### src/blgn_pkg.sv
package blgn_pkg;

	// Sequencer states
	typedef enum logic [2:0] {
		ST_COLLECT,
		ST_CLOSE,
		ST_MEAN,
		ST_READ,
		ST_LOAD,
		ST_SCALE,
		ST_EMIT
	} blgn_state_t;

	// Register indexes on the configuration port
	localparam logic [1:0] REG_CENTER = 2'd0;
	localparam logic [1:0] REG_LOW    = 2'd1;
	localparam logic [1:0] REG_HIGH   = 2'd2;
	localparam logic [1:0] REG_TARGET = 2'd3;

	// Register reset values
	localparam logic [7:0] CENTER_RST = 8'd127;
	localparam logic [7:0] LOW_RST    = 8'd20;
	localparam logic [7:0] HIGH_RST   = 8'd200;
	localparam logic [7:0] TARGET_RST = 8'd200;

	// Sample and accumulator widths
	localparam int SMP_W = 8;
	localparam int SUM_W = 14;
	localparam logic [SMP_W-1:0] SMP_MAX = 8'hFF;

	// Shared divider widths
	localparam int NUM_W = 16;
	localparam int DEN_W = 8;
	localparam int STEP_W = 4;

	typedef struct packed {
		logic             start;
		logic [NUM_W-1:0] num;
		logic [DEN_W-1:0] den;
	} div_req_t;

	typedef struct packed {
		logic             busy;
		logic             done;
		logic [NUM_W-1:0] quot;
	} div_rsp_t;

endpackage

### src/blgn_div.sv
module blgn_div
	import blgn_pkg::*;
(
	input  logic     clk,
	input  logic     arst_n,
	input  div_req_t req,
	output div_rsp_t rsp
);

	logic [NUM_W-1:0]  quot_q;
	logic [DEN_W-1:0]  rem_q;
	logic [DEN_W-1:0]  den_q;
	logic [STEP_W-1:0] step_q;
	logic              busy_q;
	logic              done_q;

	logic [DEN_W:0]    trial;
	logic              fits;
	logic [DEN_W:0]    diff;

	// One restoring step: shift in the next dividend bit and try the subtract
	assign trial = {rem_q, quot_q[NUM_W-1]};
	assign fits  = trial >= {1'b0, den_q};
	assign diff  = trial - {1'b0, den_q};

	// Control: run one step per cycle, flag the last one
	always_ff @(posedge clk or negedge arst_n) begin
		if (!arst_n) begin
			busy_q <= 1'b0;
			done_q <= 1'b0;
			step_q <= '0;
		end else begin
			done_q <= 1'b0;
			if (req.start) begin
				busy_q <= 1'b1;
				step_q <= '0;
			end else if (busy_q) begin
				step_q <= step_q + STEP_W'(1);
				if (step_q == STEP_W'(NUM_W - 1)) begin
					busy_q <= 1'b0;
					done_q <= 1'b1;
				end
			end
		end
	end

	// Datapath: remainder and quotient shift register
	always_ff @(posedge clk) begin
		if (req.start) begin
			quot_q <= req.num;
			den_q  <= req.den;
			rem_q  <= '0;
		end else if (busy_q) begin
			quot_q <= {quot_q[NUM_W-2:0], fits};
			rem_q  <= fits ? diff[DEN_W-1:0] : trial[DEN_W-1:0];
		end
	end

	assign rsp.busy = busy_q;
	assign rsp.done = done_q;
	assign rsp.quot = quot_q;

	a_done_after_busy: assert property (@(posedge clk) disable iff (!arst_n)
		done_q |-> !busy_q && $past(busy_q))
		else $error("divider done without a preceding run");

	a_no_start_while_busy: assert property (@(posedge clk) disable iff (!arst_n)
		req.start |-> !busy_q)
		else $error("divider restarted while running");

	a_step_bound: assert property (@(posedge clk) disable iff (!arst_n)
		!busy_q |=> !busy_q || step_q == '0)
		else $error("divider step count not cleared at start");

endmodule

### src/block_level_gain_normalizer_unit.sv
// Collects a block of samples (one beat per cycle while collecting), then emits it.
// After the closing beat, the mean deviation is computed on the shared 16-step divider.
// Emission: each beat is read, loaded and emitted in turn; a scaled beat also waits on
// the shared radix-2 divider, one quotient bit per cycle.
// No new input beat is taken until the block has been fully emitted.
// Reset (arst_n low) clears the sequencer, counts and sum, and restores register defaults.
module block_level_gain_normalizer_unit
	import blgn_pkg::*;
#(
	parameter int MAX_BLOCK = 64
)
(
	input  logic             clk,
	input  logic             arst_n,
	// Input channel
	input  logic             in_valid,
	output logic             in_stall,
	input  logic [SMP_W-1:0] sample_in,
	input  logic             block_end,
	// Output channel
	output logic             out_valid,
	input  logic             out_stall,
	output logic [SMP_W-1:0] sample_out,
	output logic             last_out,
	// Configuration port
	input  logic             psel,
	input  logic             penable,
	input  logic             pwrite,
	input  logic [3:0]       paddr,
	input  logic [31:0]      pwdata,
	output logic [31:0]      prdata,
	output logic             pready
);

	localparam int CNT_W = $clog2(MAX_BLOCK + 1);
	localparam int IDX_W = (MAX_BLOCK > 1) ? $clog2(MAX_BLOCK) : 1;

	blgn_state_t state_q, state_d;

	logic [SMP_W-1:0] center_q, low_q, high_q, target_q;
	logic [SMP_W-1:0] mem [MAX_BLOCK];
	logic [SMP_W-1:0] rd_data_q;
	logic [IDX_W-1:0] rd_idx_q;
	logic [CNT_W-1:0] count_q;
	logic [SUM_W-1:0] sum_q;
	logic [SMP_W-1:0] d_q;
	logic             scale_q;
	logic [SMP_W-1:0] out_data_q;
	logic             out_last_q;

	div_req_t div_req;
	div_rsp_t div_rsp;

	logic             in_acc, out_acc, cfg_wr;
	logic             closing, at_last;
	logic [SMP_W-1:0] dev;
	logic [SMP_W-1:0] mean;
	logic [SMP_W-1:0] distance;
	logic [NUM_W-1:0] prod;

	assign in_acc  = in_valid && !in_stall;
	assign out_acc = out_valid && !out_stall;
	assign cfg_wr  = psel && penable && pwrite && pready;

	assign dev      = (sample_in >= center_q) ? sample_in - center_q : center_q - sample_in;
	assign closing  = block_end || (count_q == CNT_W'(MAX_BLOCK - 1));
	assign at_last  = (CNT_W'(rd_idx_q) + CNT_W'(1)) == count_q;
	assign mean     = div_rsp.quot[SMP_W-1:0];
	assign distance = (mean >= center_q) ? mean - center_q : center_q - mean;
	assign prod     = NUM_W'(target_q) * NUM_W'(rd_data_q);

	// Configuration registers
	always_ff @(posedge clk or negedge arst_n) begin
		if (!arst_n) begin
			center_q <= CENTER_RST;
			low_q    <= LOW_RST;
			high_q   <= HIGH_RST;
			target_q <= TARGET_RST;
		end else if (cfg_wr) begin
			case (paddr[3:2])
				REG_CENTER: center_q <= pwdata[SMP_W-1:0];
				REG_LOW:    low_q    <= pwdata[SMP_W-1:0];
				REG_HIGH:   high_q   <= pwdata[SMP_W-1:0];
				REG_TARGET: target_q <= pwdata[SMP_W-1:0];
				default:    ;
			endcase
		end
	end

	// Register readback
	always_comb begin
		case (paddr[3:2])
			REG_CENTER: prdata = {24'd0, center_q};
			REG_LOW:    prdata = {24'd0, low_q};
			REG_HIGH:   prdata = {24'd0, high_q};
			REG_TARGET: prdata = {24'd0, target_q};
			default:    prdata = '0;
		endcase
	end

	assign pready = 1'b1;

	// Sample store: write on accepted beats, registered read at the emit index
	always_ff @(posedge clk) begin
		if (in_acc) begin
			mem[count_q[IDX_W-1:0]] <= sample_in;
		end
		rd_data_q <= mem[rd_idx_q];
	end

	// Shared divider
	blgn_div u_div (
		.clk    (clk),
		.arst_n (arst_n),
		.req    (div_req),
		.rsp    (div_rsp)
	);

	// Sequencer state register
	always_ff @(posedge clk or negedge arst_n) begin
		if (!arst_n) begin
			state_q <= ST_COLLECT;
		end else begin
			state_q <= state_d;
		end
	end

	// Next state and divider requests
	always_comb begin
		state_d       = state_q;
		div_req.start = 1'b0;
		div_req.num   = prod;
		div_req.den   = d_q;
		in_stall      = 1'b1;
		case (state_q)
			ST_COLLECT: begin
				in_stall = 1'b0;
				if (in_valid && closing) begin
					state_d = ST_CLOSE;
				end
			end
			ST_CLOSE: begin
				div_req.start = 1'b1;
				div_req.num   = NUM_W'(sum_q);
				div_req.den   = DEN_W'(count_q);
				state_d       = ST_MEAN;
			end
			ST_MEAN: begin
				if (div_rsp.done) begin
					state_d = ST_READ;
				end
			end
			ST_READ: begin
				state_d = ST_LOAD;
			end
			ST_LOAD: begin
				if (scale_q) begin
					div_req.start = 1'b1;
					state_d       = ST_SCALE;
				end else begin
					state_d = ST_EMIT;
				end
			end
			ST_SCALE: begin
				if (div_rsp.done) begin
					state_d = ST_EMIT;
				end
			end
			ST_EMIT: begin
				if (out_acc) begin
					state_d = at_last ? ST_COLLECT : ST_READ;
				end
			end
			default: begin
				state_d = ST_COLLECT;
			end
		endcase
	end

	// Block count and deviation sum
	always_ff @(posedge clk or negedge arst_n) begin
		if (!arst_n) begin
			count_q  <= '0;
			sum_q    <= '0;
			rd_idx_q <= '0;
		end else begin
			if (in_acc) begin
				count_q <= count_q + CNT_W'(1);
				sum_q   <= sum_q + SUM_W'(dev);
			end
			if (state_q == ST_MEAN) begin
				rd_idx_q <= '0;
			end
			if (out_acc) begin
				if (at_last) begin
					count_q <= '0;
					sum_q   <= '0;
				end else begin
					rd_idx_q <= rd_idx_q + IDX_W'(1);
				end
			end
		end
	end

	// Gain decision once the mean is known
	always_ff @(posedge clk) begin
		if (state_q == ST_MEAN && div_rsp.done) begin
			d_q     <= distance;
			scale_q <= (distance > low_q) && (distance < high_q);
		end
	end

	// Output register: hold the beat until taken
	always_ff @(posedge clk or negedge arst_n) begin
		if (!arst_n) begin
			out_valid <= 1'b0;
		end else if (state_d == ST_EMIT && state_q != ST_EMIT) begin
			out_valid <= 1'b1;
		end else if (out_acc) begin
			out_valid <= 1'b0;
		end
	end

	always_ff @(posedge clk) begin
		if (state_q == ST_LOAD) begin
			out_data_q <= rd_data_q;
			out_last_q <= at_last;
		end
		if (state_q == ST_SCALE && div_rsp.done) begin
			out_data_q <= (div_rsp.quot > NUM_W'(SMP_MAX)) ? SMP_MAX
			                                               : div_rsp.quot[SMP_W-1:0];
		end
	end

	assign sample_out = out_data_q;
	assign last_out   = out_last_q;

	a_no_overlap: assert property (@(posedge clk) disable iff (!arst_n)
		!in_stall |-> !out_valid)
		else $error("input taken while an output beat is pending");

	a_count_bound: assert property (@(posedge clk) disable iff (!arst_n)
		count_q <= CNT_W'(MAX_BLOCK))
		else $error("block count beyond maximum");

	a_emit_in_range: assert property (@(posedge clk) disable iff (!arst_n)
		out_valid |-> CNT_W'(rd_idx_q) < count_q)
		else $error("emitting beyond the stored block");

	a_last_reopens: assert property (@(posedge clk) disable iff (!arst_n)
		out_acc && last_out |=> !in_stall && count_q == '0 && sum_q == '0)
		else $error("block not reopened after its last beat");

	a_scale_nonzero: assert property (@(posedge clk) disable iff (!arst_n)
		div_req.start && state_q == ST_LOAD |-> d_q != '0)
		else $error("scaling with zero distance");

endmodule

### config.mk
export PLATFORM = sky130hd
export DESIGN_NAME = block_level_gain_normalizer_unit
export DESIGN_NICKNAME = d
export VERILOG_FILES = /design/src/blgn_pkg.sv /design/src/blgn_div.sv /design/src/block_level_gain_normalizer_unit.sv
export SDC_FILE = /design/constraint.sdc
export NUM_CORES = 1
export LEC_CHECK = 0
export ABC_CLOCK_PERIOD_IN_PS = 4600
export BUFFER_PORTS_ARGS = -buffer_cell sky130_fd_sc_hd__buf_2
export CAP_MARGIN = 40
export CELL_PAD_IN_SITES_DETAIL_PLACEMENT = 0
export CELL_PAD_IN_SITES_GLOBAL_PLACEMENT = 1
export CORE_MARGIN = 5
export CORE_UTILIZATION = 44
export CTS_CLUSTER_SIZE = 30
export DETAILED_ROUTE_END_ITERATION = 10
export GPL_TIMING_DRIVEN = 0
export PLACE_DENSITY_LB_ADDON = 0.1
export SLEW_MARGIN = 25
export SYNTH_ARGS = -nofsm -noshare
export SYNTH_HDL_FRONTEND = slang
export SYNTH_SLANG_ARGS = --single-unit
export TNS_END_PERCENT = 20
### constraint.sdc
create_clock -name clk -period 4.6 [get_ports clk]
set_input_delay 1.15 -clock clk [delete_from_list [all_inputs] [get_ports clk]]
set_output_delay 1.15 -clock clk [all_outputs]
set_load 0.05 [all_outputs]
==> run_results.csv <==
group,metric,value,unit
clocking,cts_hold_buf,0,
grt,grt_max_degree,68,
routing,drt-initial-drc-count,1522,
synthesis,yosys_register_bits,639,
clocking,clkLatencyLatePin,0.62,ns
grt,grt_pass1_vias,17630,
setup_path,required,4.96,ns
floorplan,die_h,271.7,um
synthesis,syn-cell-area,0.03015,sq mm
clocking,cts.sinks,639,
floorplan,io-pin-count,96,
sta,fin_crit_sh,97.52,%
sta,rsz0062_at_grt,"true",
cells_and_area,drive_gt1_share,20.14,%
grt,gr-usage-all-layers,20.66,%
floorplan,std_cell_rows,96,
clocking,cts_tree,"done",
synthesis,synthArstFlopShare,10.80,%
setup_path,cp_common_cell,"fa_1",
setup_path,cp_top_family,"adder cells",
synthesis,ys_seq_area_share,62.04,%
power,power.density,578.3,mW/mm^2
status,status,"completed",
clocking,cts-root-buf,"clkbuf_16",
cells_and_area,nFillCells,5822,
routing,num_vias,17390,
grt,antenna_found_initial,0,
setup_path,crit_path_end_kind,"flip-flop",
routing,dr.pass1.iters,6,
placement,routabilityCongestion,0.8667,
setup_path,max_stage_delay,0.59,ns
floorplan,core_region_area,0.06823,sq mm
sta,setup_viol,0,
clocking,clockBufferDepth,3,
floorplan,die_width,271.7,um
power,peakVddDrop,0.3508,mV
synthesis,syn_inst,2001,
routing,ant_nets,0,
sta,tightest_slew,0.8701,ns
job,drv_cap,0,
routing,wl_per_cell,24.72,um
setup_path,cp.arrival,4.85,ns
sta,finalCriticalPeriod,4.486,ns
cells_and_area,nNetsFinal,2358,
sta,slew_headroom,41.80,%
setup_path,slowest_stage,"dfstp_2",
clocking,clk_pin_slew,0.06,ns
synthesis,avgSynthCellArea,15.07,sq um
clocking,numCtsBuffers,71,
grt,grt_pass1_wl,114800,um
cells_and_area,layout_common_cells,"edfxtp_1 (554), nor2_1 (136), mux4_2 (128)",
synthesis,synth_edf_count,554,
setup_path,cp_max_fo,7,
floorplan,design.die.area,0.07385,sq mm
grt,gr-usage-met1,30.12,%
sta,drv_slew,0,
grt,grt.busiest_layer,"met2",
setup_path,path_cells,"buf_4, and2_1, fa_1, fa_1, fa_1, inv_1, fa_1, inv_1, ha_1, nand2_1, a21o_1, a21oi_2, nor3_2, or3_1, a32o_1",
grt,grt_use_met3,3.005,%
routing,viasPerCell,5.608,
placement,portBuffers,44,
cells_and_area,final_common_cell,"edfxtp_1",
floorplan,start_util,44.18,%
clocking,htree_levels,3,
synthesis,ys_warn_count,0,
sta,fmaxAchievable,222.9,MHz
synthesis,synthFlopType,"edfxtp_1",
routing,drt_wl_total,76660,um
routing,drc,0,
sta,finalSetupTns,0,ns
setup_path,path_buf_inv,3,
power,p_total,19.86,mW
sta,fin_skew,0.02571,ns
synthesis,yosysUniqueCellTypes,81,
grt,use_met2,33.10,%
sta,hold_violations,0,
worst_hold_path,hp-class,"in -> async",
grt,grt_overflow,0,
setup_path,critPathKind,"reg -> reg",
cells_and_area,diodes,0,
placement,dp.final_hpwl,52950,um
setup_path,critPathLaunchType,"flip-flop",
cells_and_area,area_growth,13.90,%
power,cellLeakagePower,12.04,nW
-- Yosys cell counts (all sizes together), types with 3 or more instances --
cell	count	area (sq um)
nand2	104	390.4
a22oi	11	82.58
nor4	3	18.77
and3	4	25.02
nand3b	5	37.54
mux4	128	2883
a21o	18	135.1
dfrtp	54	1351
o211ai	3	22.52
clkbuf	46	172.7
nand2b	11	68.82
nor2b	18	112.6
a2111o	3	33.78
a31oi	4	25.02
ha	100	1251
or3b	3	26.28
xnor2	27	244.0
nor3b	7	52.55
o2bb2ai	3	38.79
and2	60	375.4
o21ai	98	501.7
edfxtp	554	16640
o22ai	18	112.6
nand3	24	120.1
o22a	8	70.07
a211oi	3	22.52
a21oi	66	330.3
mux2i	75	750.7
or2	7	43.80
xor2	16	140.1
buf	58	379.1
dfstp	15	394.1
a21boi	4	30.03
nor2	137	516.8
nand4	6	37.54
dfxtp	16	320.3
or3	12	75.07
inv	124	465.4
o21a	8	60.06
o221ai	19	166.4
a221oi	4	35.03
nor3	14	70.07
mux2	32	364.1
fa	42	840.8
-- through the flow --
step	area (sq um)	cells	hold slack, ns	worst slack [ns]	util (%)
2_1_floorplan	30230	2024	0.4698	0.1311	-
3_3_place_gp	31560	2950	0.4989	-1.600	46.25
4_1_cts	34090	3087	0.4177	-0.01203	49.97
6_report	34340	3101	0.4459	0.1141	50.33
3_5_place_dp	31670	2957	0.5100	-1.240	46.42
5_1_grt	34340	3101	0.4423	-0.06768	50.33
-- layer usage --
metal	part of all wire (%)	vias up
met5	0	-
met2	48	404
met4	2.4	0
met1	45	9035
li1	-	7855
met3	4.7	97
-- worst register-to-register path, delay by kind of cell (launching register included) --
family	cells	cell delay [ns]
fa+ha+maj	5	2.20
simple gates	4	0.62
compound gates	3	0.60
buf+inv	3	0.26
flops	1	0.59
-- worst paths after layout --
| check | endpoint | from | slack [ns] | cells after the start |
|---|---|---|---|---|
| worst min-delay path | low_q[0] | arst_n | 0.45 | 1 |
| worst min register to register | u_div.rem_q[1] | u_div.rem_q[1] | 0.51 | 2 |
| worst max-delay path | u_div.quot_q[15] | target_q[3] | 0.11 | 15 |
| max in group asynchronous | center_q[6] | arst_n | 3.55 | 2 |
| worst max register to register | u_div.quot_q[15] | target_q[3] | 0.11 | 15 |
| min in group clk | u_div.rem_q[1] | u_div.rem_q[1] | 0.51 | 2 |
-- final cells by class --
class	count	area, sq um	area share, %
buffer	102	544.3	1.585
multi-input combinational	1157	10670	31.08
clock buffer	86	1854	5.400
timing repair buffer	69	576.8	1.680
sequential	639	18720	54.53
tap	882	1104	3.214
clock inverter	42	391.6	1.141
inverter	124	469.2	1.367
-- power breakdown --
group	total, mW	internal (mW)	switching (mW)
logic	7.16	3.03	4.13
clock network	5.48	3.13	2.34
registers	7.22	6.81	0.408
total	19.9	13.0	6.89
-- state kept, by name, summed over array words and instances (netlist names), 8 cells and up --
| signal | flops |
|---|---|
| mem | 512 |
| u_div.rem_q | 8 |
| u_div.den_q | 8 |
| center_q | 8 |
| high_q | 8 |
| target_q | 8 |
| low_q | 8 |
| rd_data_q | 8 |
| sample_out | 8 |
| u_div.quot_q | 16 |
| d_q | 8 |
| sum_q | 14 |
-- cells by family (layout without fill, tap and decap cells) --
kind of cell	count (synthesis)	after routing	share of synthesized area, %
buf+inv	228	423	3.374
mux	235	235	13.26
fa+ha+maj	142	142	6.940
xor+xnor	44	44	1.349
simple gates	418	418	6.674
other cells	2	25	0.02491
flops	639	639	62.04
compound gates	293	293	6.338
-- what timing repair did --
item	in CTS	in global routing
setup endpoints to repair	14	13
pin swaps	1	9
setup buffers	4	3
gates resized for setup	42	32
Power figures use the tool's default switching activity.
